<file path="src/hw/rtl/lvr_pkg.sv">
`timescale 1ns / 1ps

package lvr_pkg;

    // Default fixed point format: FRAC_BITS fraction bits, SPEED_BITS integer bits.
    localparam int FRAC_BITS_DEF  = 16;
    localparam int SPEED_BITS_DEF = 25;

    // Field widths of the item and result channels.
    localparam int REQ_W    = 3;
    localparam int TARGET_W = 25;
    localparam int FACTOR_W = 16;
    localparam int SPEED_W  = 25;

    // The factor is Q3.12.
    localparam int Q_SHIFT = 12;

    // Configuration registers.
    localparam int CFG_IDX_W  = 2;
    localparam int CFG_DATA_W = 24;
    localparam int ACCEL_W    = 24;
    localparam int PERIOD_W   = 16;

    localparam logic [CFG_IDX_W-1:0] CFG_ACCEL_RATE       = 2'd0;
    localparam logic [CFG_IDX_W-1:0] CFG_UPDATE_PERIOD_US = 2'd1;

    localparam logic [ACCEL_W-1:0]  ACCEL_RATE_RST       = 24'd1000;
    localparam logic [PERIOD_W-1:0] UPDATE_PERIOD_US_RST = 16'd5000;

    // Largest integer speed magnitude on the result channel.
    localparam logic [SPEED_W-2:0] OUT_MAX = 24'hFFFFFF;

    // Request codes.
    localparam logic [REQ_W-1:0] REQ_START       = 3'd0;
    localparam logic [REQ_W-1:0] REQ_TICK        = 3'd1;
    localparam logic [REQ_W-1:0] REQ_SPEED_OVR   = 3'd2;
    localparam logic [REQ_W-1:0] REQ_ACCEL_OVR   = 3'd3;
    localparam logic [REQ_W-1:0] REQ_STOP        = 3'd4;

    typedef struct packed {
        logic [REQ_W-1:0]           req_type;
        logic signed [TARGET_W-1:0] target_speed;
        logic signed [FACTOR_W-1:0] factor;
    } t_item;

    typedef struct packed {
        logic signed [SPEED_W-1:0] speed;
        logic                      at_target;
    } t_result;

endpackage

</file>
<file path="src/hw/rtl/lvr_step_div.sv">
`timescale 1ns / 1ps

// Base step per tick: accel_rate * update_period_us * 2^FRAC_BITS / 1e6.
// Since 1e6 = 64 * 15625, the dividend is the product shifted by FRAC_BITS - 6,
// divided by 15625 in 16-bit digits, most significant digit first. Each digit
// quotient comes from a multiplication by the reciprocal of 15625, which is exact
// for any partial dividend below 2^30. After a restart the step is ready once the
// dividend has been loaded and every digit has been found.
module lvr_step_div import lvr_pkg::*; #(
    parameter int FRAC_BITS  = FRAC_BITS_DEF,
    parameter int SPEED_BITS = SPEED_BITS_DEF
) (
    input  logic                                i_clk,
    input  logic                                i_rst_n,
    input  logic                                i_restart,
    input  logic [ACCEL_W-1:0]                  i_accel_rate,
    input  logic [PERIOD_W-1:0]                 i_update_period_us,
    output logic                                o_busy,
    output logic [SPEED_BITS+FRAC_BITS-2:0]     o_step
);

    localparam int QW      = SPEED_BITS + FRAC_BITS;
    localparam int PROD_W  = ACCEL_W + PERIOD_W;
    localparam int POW2_SH = 6;
    localparam int DVD_W   = PROD_W + FRAC_BITS - POW2_SH;
    localparam int DIG_W   = 16;
    localparam int NDIG    = (DVD_W + DIG_W - 1) / DIG_W;
    localparam int EXT_W   = NDIG * DIG_W;
    localparam int CNT_W   = $clog2(NDIG + 1);
    localparam int REM_W   = 14;
    localparam int PART_W  = REM_W + DIG_W;
    localparam int RCP_W   = PART_W + 1;
    localparam int RCP_SH  = PART_W + REM_W;
    localparam int RPROD_W = PART_W + RCP_W;
    localparam logic [REM_W-1:0] DIVISOR = 14'd15625;
    // Reciprocal of the divisor, ceil(2^44 / 15625).
    localparam logic [RCP_W-1:0] RECIP = 31'd1125899907;
    localparam logic [QW-2:0]  SMAX_MAG = {{(SPEED_BITS-1){1'b1}}, {FRAC_BITS{1'b0}}};

    logic               r_load, n_load;
    logic [CNT_W-1:0]   r_cnt, n_cnt;
    logic [EXT_W-1:0]   r_dvd, n_dvd;
    logic [REM_W-1:0]   r_rem, n_rem;
    logic [PROD_W-1:0]  prod;
    logic [DVD_W-1:0]   dvd_init;
    logic [PART_W-1:0]  part;
    logic [RPROD_W-1:0] rprod;
    logic [DIG_W-1:0]   qdig;
    logic [PART_W-1:0]  qmul;

    always_comb begin
        prod     = PROD_W'(i_accel_rate) * PROD_W'(i_update_period_us);
        dvd_init = {prod, {(FRAC_BITS-POW2_SH){1'b0}}};
        // The running remainder is below 15625, so the partial dividend stays
        // below 15625 * 2^16 and its quotient fits one digit.
        part     = {r_rem, r_dvd[EXT_W-1 -: DIG_W]};
        rprod    = RPROD_W'(part) * RPROD_W'(RECIP);
        qdig     = rprod[RCP_SH +: DIG_W];
        qmul     = PART_W'(qdig) * PART_W'(DIVISOR);
        n_load = 1'b0;
        n_cnt  = r_cnt;
        n_dvd  = r_dvd;
        n_rem  = r_rem;
        if (i_restart) begin
            n_load = 1'b1;
            n_cnt  = '0;
        end else if (r_load) begin
            n_dvd = EXT_W'(dvd_init);
            n_rem = '0;
            n_cnt = CNT_W'(NDIG);
        end else if (r_cnt != '0) begin
            n_dvd = {r_dvd[EXT_W-DIG_W-1:0], qdig};
            n_rem = REM_W'(part - qmul);
            n_cnt = r_cnt - 1'b1;
        end
    end

    always_ff @(posedge i_clk) begin
        if (!i_rst_n) begin
            r_load <= 1'b1;
            r_cnt  <= '0;
        end else begin
            r_load <= n_load;
            r_cnt  <= n_cnt;
        end
        r_dvd <= n_dvd;
        r_rem <= n_rem;
    end

    assign o_busy = r_load | (r_cnt != '0);
    assign o_step = (r_dvd > EXT_W'(SMAX_MAG)) ? SMAX_MAG : r_dvd[QW-2:0];

endmodule

</file>
<file path="config.mk">
export PLATFORM = sky130hd
export DESIGN_NAME = lvr_step_div
export DESIGN_NICKNAME = d
export VERILOG_FILES = /design/src/hw/rtl/lvr_pkg.sv /design/src/hw/rtl/lvr_step_div.sv
export SDC_FILE = /design/constraint.sdc
export NUM_CORES = 2
export LEC_CHECK = 0
export ABC_AREA = 0
export BUFFER_PORTS_ARGS = -buffer_cell sky130_fd_sc_hd__buf_2
export CORE_ASPECT_RATIO = 1.4
export CORE_UTILIZATION = 60
export DETAILED_ROUTE_END_ITERATION = 10
export HOLD_SLACK_MARGIN = 0.03
export PLACE_DENSITY = 0.85
export SETUP_SLACK_MARGIN = 0.1
export SLEW_MARGIN = 20
export SYNTH_ARGS = -nofsm -noshare
export SYNTH_HDL_FRONTEND = slang
export SYNTH_SLANG_ARGS = --single-unit
</file>
<file path="constraint.sdc">
create_clock -name i_clk -period 11.63 [get_ports i_clk]
set_clock_uncertainty 0.1 [all_clocks]
set_input_delay 0.5815 -clock i_clk [delete_from_list [all_inputs] [get_ports i_clk]]
set_output_delay 0.5815 -clock i_clk [all_outputs]
set_load 0.02 [all_outputs]
</file>
==> flow_metrics.py <==
metrics = {
    "status": {
        "status": "completed",
    },
    "sta": {
        "setup_viol": 0,
        "finalHoldViolations": 0,
        "max_freq_ghz": 0.0891,
        "maxSlewHeadroom_pct": 26.4,
        "grt_setup_unrepaired": "true",
        "tightest_slew_ps": 1090,
        "fin_crit_sh_pct": 96.5,
        "slew_viol_final": 0,
        "layout_min_cycle_time_ps": 11220,
    },
    "synthesis": {
        "postSynth.asyncResetShare_pct": 0,
        "synth_fa_ha_area_share_pct": 62.0,
        "yosys.area.top_type_share_pct": 41.1,
        "synthMuxAreaShare_pct": 1.09,
        "synth_edf_count": 78,
        "avgSynthCellArea_um2": 9.75,
        "synth_compound_area_share_pct": 5.33,
        "synth_common_cells": "870 x inv_1, 634 x fa_1, 516 x ha_1, 316 x nand2_1, 135 x and2_1",
        "synth_area_leaders": "fa_1 41%, ha_1 21%, inv_1 11%",
        "post-synth-top-area-cell": "fa_1",
        "syn_nets": 4358,
        "synth_most_common_cell": "inv_1",
        "synth_area_um2": 30900,
        "synth.distinct_cells": 63,
        "synth-simple-area-share_pct": 9.85,
        "synth_warnings": 0,
        "synth_top_family_by_area": "adder cells",
        "synth_xor_area_share_pct": 2.40,
        "synth_ff_type": "edfxtp_1",
        "syn_inst": 3165,
        "yosysSeqAreaShare_pct": 7.85,
        "ys_ff_latch": 82,
    },
    "placement": {
        "routabilityCongestion": 1.06,
        "place_area_um2": 32300,
        "numPortBuffers": 83,
        "hpwl_um": 72200,
    },
    "detailed_routing": {
        "vias": 22314,
        "vias_per_cell": 5.71,
        "dr.pass1.iters": 6,
        "drt_iter0_drc": 1398,
        "drc": 0,
        "wl_per_cell_um": 21.6,
        "ant_nets": 0,
        "totalWireLength_um": 84300,
    },
    "clocking": {
        "cts-buffers-inserted": 9,
        "clock_path_buffers": 2,
        "cts_tree": "built",
        "clock-sinks": 82,
        "clock-root-buffer": "clkbuf_16",
        "clk_pin_slew_worst_paths_ps": 70,
        "h-tree-depth": 3,
        "clk_latency_ps": 350,
    },
    "global_route": {
        "grt_pass1_wl_um": 133000,
        "grt_antenna_before_repair": 1,
        "grt_pass1_vias": 24676,
        "grt-ovfl-total": 0,
        "track_usage_pct": 33.5,
        "grt_max_degree": 79,
    },
    "floorplan": {
        "die_x_um": 194,
        "core_area_um2": 50900,
        "fp.dieH_um": 270,
        "initial_core_util_pct": 60.7,
        "die-area_um2": 52400,
        "row_count": 98,
        "ios": 84,
    },
    "setup_path": {
        "startpoint_type": "register",
        "crit_arrival_ps": 11200,
        "crit_fanout": 10,
        "crit_path_end_kind": "register",
        "slowest_stage": "fa_1",
        "critical-path-max-stage-delay_ps": 550,
        "crit_type": "reg2reg",
        "cpMostUsedCell": "fa_1",
        "crit_required_ps": 11610,
    },
    "finish": {
        "layout.nets": 4443,
        "syn2layout_area_growth_pct": 6.44,
        "layout-drive-gt1-share_pct": 7.65,
        "antennaDiodeCount": 0,
        "nFillCells": 3951,
        "design_area_um2": 32900,
    },
    "min_path": {
        "hp-class": "in2reg",
    },
    "run": {
        "maxCapViolations": 0,
    },
}
-- layout by cell type, fill, tap and decap left out, drive strengths merged, types with 13 or more instances in the layout --
master	instances
nand3	20
a21o	44
xor2	18
buf	146
nand2b	29
mux2	29
nand4	15
fa	634
and2	135
xnor2	58
edfxtp	78
inv	871
nand2	316
nor3	19
ha	516
o21bai	13
o21ai	39
a21oi	79
nor2b	25
nor2	46
-- state kept, by name (all words and copies together) (netlist names) --
signal  cells
r_dvd      64
r_load      1
r_rem      14
r_cnt       3
-- cells by family (layout without fill, tap and decap cells) --
kind of cell,count (synthesis),count (layout)
AOI/OAI and AO/OA,246,246
DFF,82,82
xor gates and xnor gates,79,79
and+or+nand+nor,636,636
muxes,30,30
buffers and inverters,942,1032
adders and majority gates,1150,1150
-- layout make-up --
class	instances	area (um2)	share of cell area (%)
inverter	870	3270	9.94
clock inverter	7	92.6	0.282
clock buffer	9	225	0.685
tap	650	813	2.47
timing repair buffer	146	888	2.70
sequential	82	2420	7.37
multi-input combinational	2141	25200	76.5
-- routing by layer --
metal  GRT usage [%]  routed length [um]
met5               0                  14
met2            59.8               42600
met4            25.0                7710
met1            36.2               28100
met3            4.50                5790
-- through the flow --
stage	setup slack, ps	TNS, ps	util [%]	hold slack [ps]	instances
after floorplan	656	0	-	408	3165
after global placement	79.4	0	63.4	423	3880
after detailed placement	-85.1	-213	63.4	426	3880
after CTS	108	0	64.0	389	3896
after global routing	25.3	0	64.6	402	3905
final	411	0	64.6	389	3905
-- timing repair --
action / CTS / global route
hold buffers: 0 / 0
gates resized for setup: 4 / 47
pin swaps: 0 / 20
buffers inserted: 0 / 9
setup endpoints to repair: 4 / 6
-- critical path: cells and delay by family, from the launching register on --
kind	cells	cell delay, ps
compound gates	4	780
buf+inv	7	780
simple gates	3	840
xor+xnor	8	1490
fa+ha+maj	15	6570
flops	1	380
-- path summary, 6_finish.rpt --
kind / end / slack, ps / cells past startpoint / startpoint
hold / removal: r_load / 390 / 2 / i_rst_n
setup / recovery: r_rem[13] / 410 / 37 / r_dvd[51]
hold reg to reg: r_cnt[1] / 440 / 2 / r_cnt[1]
setup reg to reg: r_rem[13] / 410 / 37 / r_dvd[51]
Power is left out: the tool's default activity adds up to more than one toggle a clock period on the data nets, which glitch-free logic cannot reach.
