**src/hw/rtl/lvr_pkg.sv**
```systemverilog
`timescale 1ns / 1ps

package lvr_pkg;

    // Default fixed point format: FRAC_BITS fraction bits, SPEED_BITS integer bits.
    localparam int FRAC_BITS_DEF  = 16;
    localparam int SPEED_BITS_DEF = 25;

    // Field widths of the item and result channels.
    localparam int REQ_W    = 3;
    localparam int TARGET_W = 25;
    localparam int FACTOR_W = 16;
    localparam int SPEED_W  = 25;

    // The factor is Q3.12.
    localparam int Q_SHIFT = 12;

    // Configuration registers.
    localparam int CFG_IDX_W  = 2;
    localparam int CFG_DATA_W = 24;
    localparam int ACCEL_W    = 24;
    localparam int PERIOD_W   = 16;

    localparam logic [CFG_IDX_W-1:0] CFG_ACCEL_RATE       = 2'd0;
    localparam logic [CFG_IDX_W-1:0] CFG_UPDATE_PERIOD_US = 2'd1;

    localparam logic [ACCEL_W-1:0]  ACCEL_RATE_RST       = 24'd1000;
    localparam logic [PERIOD_W-1:0] UPDATE_PERIOD_US_RST = 16'd5000;

    // Largest integer speed magnitude on the result channel.
    localparam logic [SPEED_W-2:0] OUT_MAX = 24'hFFFFFF;

    // Request codes.
    localparam logic [REQ_W-1:0] REQ_START       = 3'd0;
    localparam logic [REQ_W-1:0] REQ_TICK        = 3'd1;
    localparam logic [REQ_W-1:0] REQ_SPEED_OVR   = 3'd2;
    localparam logic [REQ_W-1:0] REQ_ACCEL_OVR   = 3'd3;
    localparam logic [REQ_W-1:0] REQ_STOP        = 3'd4;

    typedef struct packed {
        logic [REQ_W-1:0]           req_type;
        logic signed [TARGET_W-1:0] target_speed;
        logic signed [FACTOR_W-1:0] factor;
    } t_item;

    typedef struct packed {
        logic signed [SPEED_W-1:0] speed;
        logic                      at_target;
    } t_result;

endpackage

```
**src/hw/rtl/lvr_mul_q12.sv**
```systemverilog
`timescale 1ns / 1ps

// Signed value times a Q3.12 factor, truncated toward zero and saturated.
module lvr_mul_q12 import lvr_pkg::*; #(
    parameter int FRAC_BITS  = FRAC_BITS_DEF,
    parameter int SPEED_BITS = SPEED_BITS_DEF
) (
    input  logic signed [SPEED_BITS+FRAC_BITS-1:0] i_a,
    input  logic signed [FACTOR_W-1:0]             i_f,
    output logic signed [SPEED_BITS+FRAC_BITS-1:0] o_p
);

    localparam int QW = SPEED_BITS + FRAC_BITS;
    localparam int PW = QW - 1 + FACTOR_W;
    localparam int MW = PW - Q_SHIFT;
    localparam logic [QW-2:0] SMAX_MAG = {{(SPEED_BITS-1){1'b1}}, {FRAC_BITS{1'b0}}};

    logic [QW-1:0]       a_abs;
    logic [FACTOR_W-1:0] f_abs;
    logic [PW-1:0]       prod;
    logic [MW-1:0]       m;
    logic [QW-2:0]       mag;
    logic                neg;

    always_comb begin
        a_abs = i_a[QW-1] ? QW'(-i_a) : QW'(i_a);
        f_abs = i_f[FACTOR_W-1] ? FACTOR_W'(-i_f) : FACTOR_W'(i_f);
        prod  = PW'(a_abs[QW-2:0]) * PW'(f_abs);
        m     = prod[PW-1:Q_SHIFT];
        mag   = (m > MW'(SMAX_MAG)) ? SMAX_MAG : m[QW-2:0];
        neg   = i_a[QW-1] ^ i_f[FACTOR_W-1];
        o_p   = neg ? -$signed({1'b0, mag}) : $signed({1'b0, mag});
    end

endmodule

```
**src/hw/rtl/lvr_core.sv**
```systemverilog
`timescale 1ns / 1ps

// Ramp state and the combinational update applied to one item, committed on i_fire.
module lvr_core import lvr_pkg::*; #(
    parameter int FRAC_BITS  = FRAC_BITS_DEF,
    parameter int SPEED_BITS = SPEED_BITS_DEF
) (
    input  logic                            i_clk,
    input  logic                            i_rst_n,
    input  logic                            i_fire,
    input  t_item                           i_item,
    input  logic [SPEED_BITS+FRAC_BITS-2:0] i_step_cfg,
    output t_result                         o_result
);

    localparam int QW = SPEED_BITS + FRAC_BITS;
    localparam int IW = SPEED_BITS - 1;
    localparam int TOL = ((1 << FRAC_BITS) + 999) / 1000;
    localparam logic signed [QW:0] TOL_Q = (QW+1)'(TOL);
    localparam logic [QW-2:0] SMAX_MAG = {{(SPEED_BITS-1){1'b1}}, {FRAC_BITS{1'b0}}};
    localparam logic signed [QW:0] SMAX_X = $signed({2'b00, SMAX_MAG});
    localparam logic signed [32:0] TGT_LIM = 33'((64'd1 << (SPEED_BITS - 1)) - 64'd1);

    function automatic logic f_near(input logic signed [QW-1:0] a,
                                    input logic signed [QW-1:0] b);
        logic signed [QW:0] d;
        d = $signed({a[QW-1], a}) - $signed({b[QW-1], b});
        return (d < TOL_Q) && (d > -TOL_Q);
    endfunction

    function automatic logic signed [SPEED_W-1:0] f_to_int(input logic signed [QW-1:0] q);
        logic [QW-1:0]      mag;
        logic [31:0]        iv;
        logic [SPEED_W-2:0] ic;
        mag = q[QW-1] ? QW'(-q) : QW'(q);
        iv  = 32'(mag[QW-2:FRAC_BITS]);
        ic  = (iv > 32'(OUT_MAX)) ? OUT_MAX : iv[SPEED_W-2:0];
        return q[QW-1] ? -$signed({1'b0, ic}) : $signed({1'b0, ic});
    endfunction

    logic signed [QW-1:0] r_speed_now, n_speed_now;
    logic signed [QW-1:0] r_speed_goal, n_speed_goal;
    logic signed [QW-1:0] r_goal_base_q, n_goal_base_q;
    logic [QW-2:0]        r_step_base, n_step_base;
    logic [QW-2:0]        r_step_scaled, n_step_scaled;
    logic signed [QW-1:0] r_step_signed, n_step_signed;

    logic is_start, is_tick, is_speed, is_accel, is_stop;
    logic signed [32:0]         tgt_x;
    logic signed [32:0]         tgt_c;
    logic signed [QW-1:0]       tgt_q;
    logic signed [QW-1:0]       mul_a_op;
    logic signed [FACTOR_W-1:0] mul_a_f;
    logic signed [QW-1:0]       prod_a;
    logic signed [QW-1:0]       prod_b;
    logic signed [QW-1:0]       now_ref;
    logic signed [QW-1:0]       scaled_s;
    logic signed [QW-1:0]       sign_step;
    logic signed [QW:0]         sum;
    logic signed [QW-1:0]       sum_sat;
    logic signed [QW-1:0]       moved;
    logic                       near_old;
    logic                       near_new;
    logic                       f_pos;

    always_comb begin
        is_start = 1'b0;
        is_tick  = 1'b0;
        is_speed = 1'b0;
        is_accel = 1'b0;
        is_stop  = 1'b0;
        case (i_item.req_type)
            REQ_START:     is_start = 1'b1;
            REQ_TICK:      is_tick  = 1'b1;
            REQ_SPEED_OVR: is_speed = 1'b1;
            REQ_ACCEL_OVR: is_accel = 1'b1;
            REQ_STOP:      is_stop  = 1'b1;
            default:       ;
        endcase
    end

    always_comb begin
        // Base target moved into the fixed point range, saturated.
        tgt_x = 33'($signed(i_item.target_speed));
        if (tgt_x > TGT_LIM) begin
            tgt_c = TGT_LIM;
        end else if (tgt_x < -TGT_LIM) begin
            tgt_c = -TGT_LIM;
        end else begin
            tgt_c = tgt_x;
        end
        tgt_q = $signed({tgt_c[SPEED_BITS-1:0], {FRAC_BITS{1'b0}}});

        // Stop is a speed override with a zero factor.
        if (is_accel) begin
            mul_a_op = $signed({1'b0, r_step_base});
        end else if (is_start) begin
            mul_a_op = tgt_q;
        end else begin
            mul_a_op = r_goal_base_q;
        end
        mul_a_f = is_stop ? '0 : $signed(i_item.factor);
    end

    lvr_mul_q12 #(
        .FRAC_BITS  (FRAC_BITS),
        .SPEED_BITS (SPEED_BITS)
    ) u_mul_goal (
        .i_a (mul_a_op),
        .i_f (mul_a_f),
        .o_p (prod_a)
    );

    lvr_mul_q12 #(
        .FRAC_BITS  (FRAC_BITS),
        .SPEED_BITS (SPEED_BITS)
    ) u_mul_step (
        .i_a (r_step_signed),
        .i_f ($signed(i_item.factor)),
        .o_p (prod_b)
    );

    always_comb begin
        now_ref   = is_start ? '0 : r_speed_now;
        scaled_s  = is_start ? $signed({1'b0, i_step_cfg}) : $signed({1'b0, r_step_scaled});
        sign_step = (prod_a > now_ref) ? scaled_s : -scaled_s;
        near_old  = f_near(r_speed_now, r_speed_goal);
        f_pos     = !i_item.factor[FACTOR_W-1] && (i_item.factor != '0);

        sum = $signed({r_speed_now[QW-1], r_speed_now})
            + $signed({r_step_signed[QW-1], r_step_signed});
        if (sum > SMAX_X) begin
            sum_sat = SMAX_X[QW-1:0];
        end else if (sum < -SMAX_X) begin
            sum_sat = QW'(-SMAX_X);
        end else begin
            sum_sat = sum[QW-1:0];
        end

        // Clamp at the goal in the direction of travel.
        if (!r_step_signed[QW-1] && (r_step_signed != '0)) begin
            moved = (sum_sat > r_speed_goal) ? r_speed_goal : sum_sat;
        end else begin
            moved = (sum_sat < r_speed_goal) ? r_speed_goal : sum_sat;
        end

        n_speed_now   = r_speed_now;
        n_speed_goal  = r_speed_goal;
        n_goal_base_q = r_goal_base_q;
        n_step_base   = r_step_base;
        n_step_scaled = r_step_scaled;
        n_step_signed = r_step_signed;
        if (is_start) begin
            n_goal_base_q = tgt_q;
            n_step_base   = i_step_cfg;
            n_step_scaled = i_step_cfg;
            n_speed_now   = '0;
            n_speed_goal  = prod_a;
            n_step_signed = sign_step;
        end else if (is_tick) begin
            if (!near_old) begin
                n_speed_now = moved;
            end
        end else if (is_speed || is_stop) begin
            n_speed_goal  = prod_a;
            n_step_signed = sign_step;
        end else if (is_accel && f_pos) begin
            n_step_scaled = prod_a[QW-2:0];
            n_step_signed = prod_b;
        end

        near_new = f_near(n_speed_now, n_speed_goal);
        o_result.at_target = is_tick ? near_old : near_new;
        if (is_start || is_stop) begin
            o_result.speed = '0;
        end else if (is_tick && near_old) begin
            o_result.speed = f_to_int(r_speed_goal);
        end else begin
            o_result.speed = f_to_int(n_speed_now);
        end
    end

    always_ff @(posedge i_clk) begin
        if (!i_rst_n) begin
            r_speed_now   <= '0;
            r_speed_goal  <= '0;
            r_goal_base_q <= '0;
            r_step_base   <= '0;
            r_step_scaled <= '0;
            r_step_signed <= '0;
        end else if (i_fire) begin
            r_speed_now   <= n_speed_now;
            r_speed_goal  <= n_speed_goal;
            r_goal_base_q <= n_goal_base_q;
            r_step_base   <= n_step_base;
            r_step_scaled <= n_step_scaled;
            r_step_signed <= n_step_signed;
        end
    end

endmodule
```
**config.mk**
```make
export PLATFORM = sky130hd
export DESIGN_NAME = lvr_core
export DESIGN_NICKNAME = d
export VERILOG_FILES = /design/src/hw/rtl/lvr_pkg.sv /design/src/hw/rtl/lvr_mul_q12.sv /design/src/hw/rtl/lvr_core.sv
export SDC_FILE = /design/constraint.sdc
export NUM_CORES = 2
export LEC_CHECK = 0
export ABC_CLOCK_PERIOD_IN_PS = 24500
export BUFFER_PORTS_ARGS = -buffer_cell sky130_fd_sc_hd__buf_2
export CAP_MARGIN = 20
export CORE_ASPECT_RATIO = 0.5
export CORE_MARGIN = 8
export CORE_UTILIZATION = 40
export CTS_BUF_LIST = sky130_fd_sc_hd__clkbuf_4 sky130_fd_sc_hd__clkbuf_8
export DETAILED_ROUTE_END_ITERATION = 7
export SLEW_MARGIN = 5
export SYNTH_ARGS = -nofsm -noshare
export SYNTH_HDL_FRONTEND = slang
export SYNTH_SLANG_ARGS = --single-unit
```
**constraint.sdc**
```tcl
create_clock -name i_clk -period 24.5 [get_ports i_clk]
set_input_delay 1.225 -clock i_clk [delete_from_list [all_inputs] [get_ports i_clk]]
set_output_delay 1.225 -clock i_clk [all_outputs]
set_load 0.02 [all_outputs]
```
==> flow_summary.json <==
{
  "dp_hpwl_mm": 258.5,
  "syn_area_um2": 70450,
  "wl_mm": 316.7,
  "status": "finished clean",
  "drt_iter0_drc": 10520,
  "syn_to_final_growth_pct": 6.561,
  "worstMarginPinSlew_ps": 1278,
  "rows": 109,
  "clk_pin_slew_ps": 70,
  "gp_congestion": 1.085,
  "globalRouteOverflowTotal": 0,
  "r2r_start": "r_goal_base_q[0]",
  "antenna_found_initial": 35,
  "hp-start": "r_goal_base_q[18]",
  "synth-seq-cells": 244,
  "cts_hold_buffers": 0,
  "wl_per_cell_um": 27.60,
  "whs_endpoint": "r_goal_base_q[18]",
  "worstSetupPathType": "in -> out",
  "coreArea_um2": 175800,
  "synth_edf_count": 0,
  "fin_setup_tns_ps": 0,
  "final-setup-viol-count": 0,
  "die_y_um": 312.7,
  "grt_pass1_wl_mm": 457.3,
  "grt_usage_pct": 31.96,
  "end_kind": "output port",
  "timing.final.hold_violations": 0,
  "rsz0062_at_grt": "false",
  "timing.rr.end": "r_step_signed[9]",
  "portBuffers": 112,
  "cts_made_buffers": 45,
  "cp_top_family": "simple AND/OR/NAND/NOR gates",
  "ios": 113,
  "post-place-ws_ps": 2832,
  "tritoncts": "yes",
  "fin_ws_ps": 2156,
  "root_buffer": "clkbuf_8",
  "crit_buf_inv": 8,
  "drv_slew": 0,
  "cp_slowest_stage_delay_ps": 970,
  "via_count": 70090,
  "fin_area_um2": 75070,
  "startpoint_type": "primary input",
  "grt_pass1_vias": 65520,
  "insertion_delay_ps": 710,
  "worstPathMaxFanout": 31,
  "r2r.worst_path.cells": 54,
  "period_needed_ps": 22340,
  "final_layout_size_suffix_gt1_share_pct": 6.236,
  "max_clock_freq_ghz": 0.04475,
  "firstDrtPassIters": 7,
  "worstPathRequired_ps": 23270,
  "start_util_pct": 40.07,
  "cts_sinks": 244,
  "yosysWarnings": 0,
  "avgSynthCellArea_um2": 7.644,
  "fin_nets": 10690,
  "maxCapViolCount": 0,
  "slew_headroom_pct": 14.24,
  "ys.flop_type": "dfxtp_1",
  "cp.arrival_ps": 21120,
  "cp_slowest_cell": "nor4b_1",
  "grt_max_degree": 91,
  "fill_cells": 17920,
  "die_w_um": 609.5,
  "cts_resized": 0,
  "cts_buffer_depth": 3,
  "critPathMostFrequentCell": "fa_1",
  "fin_skew_ps": 82.88,
  "dieArea_um2": 190600,
  "syn-num-nets": 10820,
  "post-route-drc-count": 0,
  "hold_depth": 2,
  "synth_cell_types": 115,
  "post_cts_buffers": 0,
  "fin_util_pct": 42.70,
  "post-route-period-util_pct": 91.20,
  "hold_class": "reg -> reg",
  "htree_levels": 2,
  "dpl_cell_area_um2": 73910,
  "syn_inst": 9216,
  "reg2reg_slack_ps": 6240,
  "synth_seq_area_share_pct": 6.934,
  "async_flop_share_pct": 0,
  "via_per_inst": 6.108,
  "final_antenna_net_count": 0
}
[cell type report]
type | count | area (um2) | area share (%)
tap | 2331 | 2917 | 3.885
clock inverter | 15 | 237.7 | 0.3167
inverter | 1213 | 4558 | 6.072
sequential | 244 | 4886 | 6.509
clock buffer | 66 | 839.6 | 1.118
antenna | 21 | 52.55 | 0.07000
timing repair buffer | 313 | 2085 | 2.777
multi-input combinational | 7273 | 59490 | 79.25
[layer usage]
metal	part of all wire, %	vias to the layer above	global-route usage [%]
met1	46	34620	50.19
met3	17	453	14.50
met2	34	4875	38.00
met4	2.5	22	7.178
li1	-	30120	-
met5	0.11	-	0.5496
[cells by family (layout without fill, tap and decap cells)]
family / count (synthesis) / in the layout / share of synthesized area (%)
AOI/OAI and AO/OA: 1746 / 1746 / 16.23
other: 0 / 21 / 0
muxes: 114 / 114 / 1.670
adders and majority gates: 1523 / 1523 / 38.33
and+or+nand+nor: 3468 / 3468 / 22.40
buffers and inverters: 1699 / 1607 / 9.188
DFF: 244 / 244 / 6.934
xor gates and xnor gates: 422 / 422 / 5.247
[cell usage after synthesis (24+ instances only)]
cell type | instances | area share [%]
a21oi_1 | 519 | 3.7
o21ai_0 | 321 | 2.3
o21ai_1 | 27 | 0.19
or2_2 | 33 | 0.29
nand3_1 | 157 | 1.1
mux2_2 | 28 | 0.45
nor3_1 | 176 | 1.3
nand4_1 | 83 | 0.74
fa_1 | 1061 | 30
xor2_1 | 157 | 2.0
or4_1 | 24 | 0.26
ha_1 | 454 | 8.1
nand2b_1 | 47 | 0.42
clkbuf_1 | 420 | 2.2
a221oi_1 | 29 | 0.36
a21o_1 | 114 | 1.2
nor2_1 | 787 | 4.2
buf_2 | 25 | 0.18
o31ai_1 | 54 | 0.58
xnor2_1 | 265 | 3.3
or3_1 | 62 | 0.55
dfxtp_1 | 244 | 6.9
inv_1 | 1204 | 6.4
a21boi_0 | 31 | 0.33
and3_1 | 75 | 0.67
nor2b_1 | 83 | 0.74
and2_1 | 171 | 1.5
nand3b_1 | 61 | 0.65
nand2_1 | 1556 | 8.3
a211oi_1 | 106 | 1.1
o21bai_1 | 29 | 0.31
mux2i_1 | 86 | 1.2
nor4_1 | 49 | 0.44
buf_1 | 32 | 0.17
o21a_1 | 63 | 0.67
o211ai_1 | 57 | 0.61
a31oi_1 | 105 | 0.93
[worst max path at each step]
stage | startpoint | endpoint | slack (ps) | cells past startpoint
6_report | i_item[41] | o_result[0] | 2160 | 66
2_1_floorplan | i_item[43] | o_result[0] | 5440 | 71
4_1_cts | i_item[41] | o_result[0] | 2770 | 66
5_1_grt | i_item[41] | o_result[0] | 1150 | 67
3_5_place_dp | i_item[41] | o_result[0] | 2830 | 66
3_3_place_gp | i_item[41] | o_result[0] | 3040 | 66
[worst reg2reg max path: cells and delay by family, from the launching register on]
family | cells | cell delay (ps)
buffers and inverters | 8 | 1280
multiplexers | 1 | 120
XOR/XNOR | 2 | 1510
adder cells (fa/ha/maj) | 10 | 4460
AO/OA/AOI/OAI | 12 | 3750
flip-flops | 1 | 320
AND/OR/NAND/NOR | 21 | 6810
[metrics by stage]
| stage | instances | hold slack [ps] |
|---|---|---|
| finish | 11480 | 457.1 |
| global route | 11460 | 472.7 |
| CTS | 11450 | 456.5 |
| detailed placement | 11370 | 447.5 |
| global placement | 11370 | 437.8 |
| floorplan | 9216 | 429.2 |
[state kept, by name, summed over array words and instances (netlist names)]
| signal | count |
|---|---|
| r_speed_goal | 41 |
| r_step_signed | 41 |
| r_step_base | 40 |
| r_speed_now | 41 |
| r_step_scaled | 40 |
| r_goal_base_q | 41 |
[layout by cell type, fill, tap and decap left out, drive strengths merged, types with 86 or more instances in the layout]
| cell type | count |
|---|---|
| nand2 | 1557 |
| inv | 1208 |
| fa | 1061 |
| nor2 | 790 |
| a21oi | 521 |
| ha | 454 |
| o21ai | 348 |
| buf | 311 |
| xnor2 | 265 |
| dfxtp | 244 |
| nor3 | 178 |
| and2 | 176 |
| nand3 | 158 |
| xor2 | 157 |
| a21o | 115 |
| a211oi | 110 |
| a31oi | 106 |
| mux2i | 86 |
Power is left out: the tool's default activity adds up to more than one toggle a clock period on the data nets, which glitch-free logic cannot reach.
